===== config.mk =====
export PLATFORM = sky130hd
export DESIGN_NAME = lzrc_ctrl
export DESIGN_NICKNAME = d
export VERILOG_FILES = /design/src/rtl/lzrc_pkg.sv /design/src/rtl/lzrc_ctrl.sv
export SDC_FILE = /design/constraint.sdc
export NUM_CORES = 1
export LEC_CHECK = 0
export ABC_AREA = 0
export BUFFER_PORTS_ARGS = -buffer_cell sky130_fd_sc_hd__buf_2
export CAP_MARGIN = 20
export CORE_ASPECT_RATIO = 0.7
export CORE_MARGIN = 1.5
export CORE_UTILIZATION = 30
export CTS_BUF_LIST = sky130_fd_sc_hd__clkbuf_4 sky130_fd_sc_hd__clkbuf_8
export CTS_CLUSTER_DIAMETER = 40
export DETAILED_ROUTE_END_ITERATION = 12
export HOLD_SLACK_MARGIN = 0.06
export PLACE_DENSITY = 0.61
export SYNTH_ARGS = -nofsm -noshare
export SYNTH_HDL_FRONTEND = slang
export SYNTH_SLANG_ARGS = --single-unit

===== constraint.sdc =====
create_clock -name clock -period 2 [get_ports clock]
set_input_delay 0.3 -clock clock [delete_from_list [all_inputs] [get_ports clock]]
set_output_delay 0.3 -clock clock [all_outputs]
set_load 0.005 [all_outputs]

===== src/rtl/lzrc_pkg.sv =====
// Shared types and constants for the LZ run/copy decompressor core.
// Holds the controller-to-datapath command and status structs and the status codes.
// No dependencies; every other file in rtl/ refers to this package by scoped names.
package lzrc_pkg;

   localparam int BYTE_W   = 8;
   localparam int COUNT_W  = 7;
   localparam int SIZE_W   = 32;
   localparam int PROD_W   = 27;
   localparam int DIST_W   = 16;
   localparam int STATUS_W = 3;

   localparam logic [PROD_W-1:0] MAX_SIZE_RESET = 27'd67108864;

   localparam logic [STATUS_W-1:0] STS_RUNNING   = 3'd0;
   localparam logic [STATUS_W-1:0] STS_COMPLETE  = 3'd1;
   localparam logic [STATUS_W-1:0] STS_BAD_SIZE  = 3'd2;
   localparam logic [STATUS_W-1:0] STS_TRUNCATED = 3'd3;
   localparam logic [STATUS_W-1:0] STS_BAD_DIST  = 3'd4;
   localparam logic [STATUS_W-1:0] STS_OVERRUN   = 3'd5;

   // What the output register is loaded with.
   typedef enum logic [1:0] {
      KIND_NONE,
      KIND_LIT,
      KIND_PAIR
   } kind_type;

   typedef struct packed {
      logic                latch;
      logic                hdr_shift;
      logic                run_load;
      logic                dist_load;
      logic                lit_put;
      logic                copy_start;
      logic                copy_read;
      logic                copy_put;
      logic                out_load;
      kind_type            out_kind;
      logic [STATUS_W-1:0] out_status;
      logic                out_run_end;
   } cmd_type;

   typedef struct packed {
      logic in_last;
      logic hdr_last;
      logic size_bad;
      logic tok_lit;
      logic tok_cnt_zero;
      logic lit_over;
      logic run_one;
      logic run_zero;
      logic dist_bad;
      logic copy_over;
      logic at_size;
      logic at_size_inc;
      logic cnt_one;
   } stat_type;

endpackage


===== src/rtl/lzrc_ctrl.sv =====
// Controller of the LZ run/copy decompressor: stream phase tracking, per-byte
// sequencing, copy loop control and the output valid flag.
// Depends on lzrc_pkg; commands lzrc_datapath and reads its status flags.
module lzrc_ctrl (
   input  logic                clock,
   input  logic                reset,
   input  logic                req_valid,
   output logic                req_ready,
   output logic                rsp_valid,
   input  logic                rsp_ready,
   input  lzrc_pkg::stat_type  stat,
   output lzrc_pkg::cmd_type   cmd
);

   typedef enum logic [2:0] {
      ST_IDLE,
      ST_EXEC,
      ST_COPY_RD,
      ST_COPY_WR,
      ST_EMIT
   } state_type;

   typedef enum logic [2:0] {
      PH_HEADER,
      PH_TOKEN,
      PH_LITERAL,
      PH_DIST_HI,
      PH_DIST_LO,
      PH_DONE
   } phase_type;

   state_type                     state_ff, state_in;
   phase_type                     phase_ff, phase_in;
   phase_type                     next_ph;
   logic                          rsp_valid_ff, rsp_valid_in;
   logic                          out_free;
   logic                          hit;
   logic [lzrc_pkg::STATUS_W-1:0] sts;

   assign out_free  = !rsp_valid_ff || rsp_ready;
   assign req_ready = (state_ff == ST_IDLE);
   assign rsp_valid = rsp_valid_ff;

   always_comb begin
      cmd      = '0;
      state_in = state_ff;
      phase_in = phase_ff;
      next_ph  = phase_ff;
      hit      = 1'b0;
      sts      = lzrc_pkg::STS_RUNNING;
      unique case (state_ff)
         ST_IDLE: begin
            // Once a final status is out, beats are taken and dropped.
            if (req_valid && (phase_ff != PH_DONE)) begin
               cmd.latch = 1'b1;
               state_in  = ST_EXEC;
            end
         end
         ST_EXEC: begin
            if (out_free) begin
               cmd.out_load    = 1'b1;
               cmd.out_kind    = lzrc_pkg::KIND_NONE;
               cmd.out_run_end = 1'b1;
               state_in        = ST_IDLE;
               unique case (phase_ff)
                  PH_HEADER: begin
                     cmd.hdr_shift = 1'b1;
                     if (stat.hdr_last) begin
                        if (stat.size_bad) begin
                           sts = lzrc_pkg::STS_BAD_SIZE;
                        end else begin
                           next_ph = PH_TOKEN;
                        end
                     end
                  end
                  PH_TOKEN: begin
                     if (stat.tok_lit) begin
                        if (!stat.tok_cnt_zero && !stat.in_last) begin
                           if (stat.lit_over) begin
                              sts = lzrc_pkg::STS_OVERRUN;
                           end else begin
                              cmd.run_load = 1'b1;
                              next_ph      = PH_LITERAL;
                           end
                        end
                     end else begin
                        cmd.run_load = 1'b1;
                        next_ph      = PH_DIST_HI;
                     end
                     hit = stat.at_size;
                  end
                  PH_LITERAL: begin
                     cmd.lit_put  = 1'b1;
                     cmd.out_kind = lzrc_pkg::KIND_LIT;
                     if (stat.run_one) begin
                        next_ph = PH_TOKEN;
                     end
                     hit = stat.at_size_inc;
                  end
                  PH_DIST_HI: begin
                     cmd.dist_load = 1'b1;
                     next_ph       = PH_DIST_LO;
                  end
                  PH_DIST_LO: begin
                     if (stat.dist_bad) begin
                        sts = lzrc_pkg::STS_BAD_DIST;
                     end else if (stat.copy_over) begin
                        sts = lzrc_pkg::STS_OVERRUN;
                     end else if (stat.run_zero) begin
                        next_ph = PH_TOKEN;
                        hit     = stat.at_size;
                     end else begin
                        cmd.out_load    = 1'b0;
                        cmd.out_run_end = 1'b0;
                        cmd.copy_start  = 1'b1;
                        state_in        = ST_COPY_RD;
                     end
                  end
                  default: begin
                     cmd.out_load    = 1'b0;
                     cmd.out_run_end = 1'b0;
                  end
               endcase
               if (cmd.out_load) begin
                  if ((sts == lzrc_pkg::STS_RUNNING) && (next_ph == PH_TOKEN) && hit) begin
                     sts = lzrc_pkg::STS_COMPLETE;
                  end
                  if ((sts == lzrc_pkg::STS_RUNNING) && stat.in_last) begin
                     sts = lzrc_pkg::STS_TRUNCATED;
                  end
                  cmd.out_status = sts;
                  phase_in = (sts != lzrc_pkg::STS_RUNNING) ? PH_DONE : next_ph;
               end
            end
         end
         ST_COPY_RD: begin
            cmd.copy_read = 1'b1;
            state_in      = ST_COPY_WR;
         end
         ST_COPY_WR: begin
            cmd.copy_put = 1'b1;
            state_in     = (stat.run_one || stat.cnt_one) ? ST_EMIT : ST_COPY_RD;
         end
         ST_EMIT: begin
            if (out_free) begin
               cmd.out_load = 1'b1;
               cmd.out_kind = lzrc_pkg::KIND_PAIR;
               if (stat.run_zero) begin
                  if (stat.at_size) begin
                     sts = lzrc_pkg::STS_COMPLETE;
                  end else if (stat.in_last) begin
                     sts = lzrc_pkg::STS_TRUNCATED;
                  end
                  cmd.out_status  = sts;
                  cmd.out_run_end = 1'b1;
                  phase_in = (sts != lzrc_pkg::STS_RUNNING) ? PH_DONE : PH_TOKEN;
                  state_in = ST_IDLE;
               end else begin
                  state_in = ST_COPY_RD;
               end
            end
         end
         default: begin
            state_in = ST_IDLE;
         end
      endcase
      rsp_valid_in = cmd.out_load ? 1'b1 : (rsp_ready ? 1'b0 : rsp_valid_ff);
   end

   always_ff @(posedge clock) begin
      if (reset) begin
         state_ff     <= ST_IDLE;
         phase_ff     <= PH_HEADER;
         rsp_valid_ff <= 1'b0;
      end else begin
         state_ff     <= state_in;
         phase_ff     <= phase_in;
         rsp_valid_ff <= rsp_valid_in;
      end
   end

   // A pending result is never overwritten.
   a_no_overwrite: assert property (@(posedge clock) disable iff (reset)
      cmd.out_load |-> (!rsp_valid_ff || rsp_ready))
      else $error("output register loaded while a result still waits");

   // Every history write of a copy comes in the cycle right after its own read.
   a_read_before_write: assert property (@(posedge clock) disable iff (reset)
      (state_ff == ST_COPY_WR) |-> ($past(state_ff) == ST_COPY_RD))
      else $error("copy write without a preceding read");

   // The final status is sticky until reset.
   a_done_sticky: assert property (@(posedge clock) disable iff (reset)
      (phase_ff == PH_DONE) |=> (phase_ff == PH_DONE))
      else $error("stream left the finished phase");

endmodule


==> impl_metrics.csv <==
group,metric,value,unit
sta,setup_viol_count_final,1,
yosys,ys.flop_type,"dfxtp_1",
yosys,number_of_instances_in_the_synthesized_netlist,110,
floorplan,area_of_the_die,3090,µm²
grt,first_pass_grt_wire_length,4320,µm
clock_network,tritoncts.num_buffers,3,
sta,setup_ws,-0.0185,ns
placed_design,dpl.hpwl,2050,µm
detailed_routing,wirelength,2940,µm
detailed_routing,detail_routed_net_length_per_standard_cell,15.2,µm
setup_path,setup.worst_path.start_class,"register",
cells_and_area,finalNetCount,177,
floorplan,floorplan.initialDensity,32.6,%
sta,timing.final.max_slew_violations,0,
floorplan,chipHeight,46.9,µm
yosys,synthAdderAreaFrac,0,%
yosys,synthDominantAreaCellType,"dfxtp_1",
detailed_routing,first_pass_iters,4,
hold_path,hold_path_depth,2,
setup_path,critical_path.max_fanout,7,
power,power.density_cell_area,503,nW/µm²
cells_and_area,synthToLayoutAreaGrowth,56.3,%
sta,max_slew.worst_pin.slew,0.462,ns
detailed_routing,vias_after_detailed_routing,1072,
setup_path,timing.reg2reg.worst_path_depth,7,
yosys,synth_compound_area_share,30.6,%
setup_path,required,1.70,ns
setup_path,timing.critical_path.arrival,1.72,ns
placed_design,placed_area,1070,µm²
sta,final.period_utilization,101,%
floorplan,chipWidth,65.8,µm
setup_path,r2r-start,"rsp_valid$_SDFFE_PP0P_",
status,status,"finished, violations left",
setup_path,worst_setup_path_end_kind,"output port",
placed_design,gpl.final_weighted_congestion,0.913,
yosys,synth_simple_gate_area_share,41.1,%
yosys,synth.top_cell.area_share,16.9,%
power,peak_supply_drop,0.000208,V
sta,timing_hold_violations_final,0,
setup_path,critPathSlowestCell,"dfxtp_4",
yosys,syn_area_per_cell,7.52,µm²
yosys,synth.ff_latch_count,7,
floorplan,placement_row_count,15,
yosys,post_synth_xor_area_fraction,0,%
detailed_routing,remaining_drc_errors,0,
setup_path,crit_path_to,"cmd[1]",
placed_design,io_buffers,33,
job,timing.max_cap.violations,0,
cells_and_area,fraction_of_layout_instances_using_a_drive_strength_above_1,55.3,%
setup_path,minimum_setup_slack_among_reg_to_reg_paths,0.23,ns
sta,slew-limit-headroom,68.9,%
hold_path,holdCritPathClass,"in -> reg",
setup_path,timing.critical_path.cells,"buf_6 -> nor4b_4 -> nand3_2 -> nand2_2 -> a21oi_1 -> o32ai_2 -> buf_2",
yosys,synth_top_family_by_area,"simple AND/OR/NAND/NOR gates",
detailed_routing,drt_iter0_drc,87,
yosys,synth-seq-area-share,16.9,%
grt,first_global_vias,842,
cells_and_area,final_design_area_no_fill,1290,µm²
setup_path,setup.worst_path.class,"reg -> out",
sta,hold-worst-slack,0.328,ns
clock_network,numClockSinks,7,
status,violations,"negative setup slack",
clock_network,cts_tree,"done",
cells_and_area,diodes,0,
clock_network,clk_pin_slew_worst_paths,0.04,ns
yosys,asyncSetResetFlopFracSynth,0,%
yosys,synth_edf_count,0,
power,p_leak,0.000543,µW
floorplan,num_io_pins,34,
sta,setup_repair_after_global_routing_missed_its_margin,"true",
yosys,ys_top_cells_by_area,"dfxtp_1 17%, nor2_1 5.4%, nor3_1 4.2%",
clock_network,worst_skew_pair.late_latency,0.23,ns
yosys,synth-warning-count,0,
cells_and_area,finalCoreUtilization,51.0,%
floorplan,core,2530,µm²
grt,grt_antenna_before_repair,0,
clock_network,clock_tree.root_cell,"clkbuf_8",
sta,max_clock_freq,495,MHz
yosys,ys_types,46,
grt,grt_start_max_net_pins,12,
setup_path,critical-path-max-stage-delay,0.37,ns
grt,grt_remaining_overflow,0,
setup_path,crit_path_start,"phase_ff[2]$_SDFFE_PP0P_",
clock_network,cts.path.max_buffers,2,
yosys,syn-num-nets,127,
detailed_routing,drtAntennaViolNets,0,
yosys,syn_std_cell_area,827,µm²
setup_path,worstReg2RegEnd,"phase_ff[0]$_SDFFE_PP0P_",
detailed_routing,viasPerCell,5.55,
sta,worst_clock_skew,0.00326,ns
yosys,post-synth-top-count-cell,"nor2_1",
clock_network,ctsHtreeMaxLevel,1,
yosys,ys_top_cells_by_count,"12 x nor2_1, 8 x nand2_1, 7 x dfxtp_1, 7 x nor3_1",
grt,track_usage,18.4,%
yosys,synth_mux_area_share,2.57,%
sta,layout_min_cycle_time,2.02,ns
[cell type report]
cell class              count  area, µm²
clock buffers               4       48.8
repair buffers             54        330
multi-input cells          90        707
well taps                  34       42.5
inverters                   4       15.0
flip-flops and latches      7        149
fillers                   260       1240
[worst min-delay path by stage]
stage                                           to  startpoint  slack, ns
after floorplan             rsp_valid$_SDFFE_PP0P_       reset       0.37
after global placement    phase_ff[1]$_SDFFE_PP0P_       reset       0.58
after detailed placement  phase_ff[1]$_SDFFE_PP0P_       reset       0.58
after CTS                 phase_ff[0]$_SDFFE_PP0P_       reset       0.34
after global routing        rsp_valid$_SDFFE_PP0P_       reset       0.35
final                     phase_ff[1]$_SDFFE_PP0P_       reset       0.33
[power breakdown]
part / internal (µW) / switching (µW)
Clock: 153 / 72.9
Combinational: 128 / 131
Sequential: 149 / 16.3
[metal layers]
| metal | wire length [µm] | track usage (%) | up-vias |
|---|---|---|---|
| met5 | 0 | 0 | - |
| met4 | 10 | 1.25 | 0 |
| met3 | 279 | 3.84 | 2 |
| met2 | 1250 | 26.7 | 56 |
| met1 | 1400 | 28.9 | 497 |
| li1 | - | - | 517 |
[worst max-delay path, delay by kind of cell, from the launching register on]
family	cells	cell delay, ns
DFF	1	0.37
AOI/OAI and AO/OA	2	0.32
buffers and inverters	2	0.27
and+or+nand+nor	3	0.52
[registers in the layout, summed over array words and instances, names as in the netlist]
register,flops
rsp_valid,1
state_ff,3
phase_ff,3
[cells by family (layout without fill, tap and decap cells)]
group                  after synthesis  in the layout
and+or+nand+nor                     56             56
muxes                                2              2
DFF                                  7              7
buffers and inverters               13             62
AOI/OAI and AO/OA                   32             32
[stage by stage]
stage / setup WS (ns) / TNS [ns] / cells / power (µW)
after global placement: 0.145 / 0 / 180 / 363
final: -0.0185 / -0.0185 / 193 / 651
after detailed placement: 0.111 / 0 / 180 / 364
after global routing: -0.0856 / -0.153 / 193 / 686
after floorplan: 0.343 / 0 / 110 / 291
after CTS: -0.0303 / -0.0303 / 185 / 595
[layout by cell type (no fill, tap or decap), drive strengths merged, types with 2 or more instances in the layout]
cell type,synthesis,final
o31a,2,2
buf,8,54
nor3b,2,2
nand2,8,8
o32ai,3,3
a31oi,4,4
dfxtp,7,7
o21ai,6,6
a21oi,5,5
nor2b,3,3
a211oi,2,2
or3,2,2
nand2b,3,3
nor4,4,4
inv,4,4
o22ai,2,2
nor3,8,8
clkbuf,1,4
nor2,12,12
nand3,4,4
nand4,2,2
a2111oi,2,2
a22oi,3,3
nand3b,2,2
[timing repair]
| item | 4_1_cts | 5_1_grt |
|---|---|---|
| setup buffers | 1 | 8 |
| pin swaps | 1 | 11 |
| setup endpoints to repair | 6 | 8 |
| resized for setup | 7 | 22 |
| hold buffers | 0 | 0 |
Note: power is estimated with default switching activity, not from simulation.
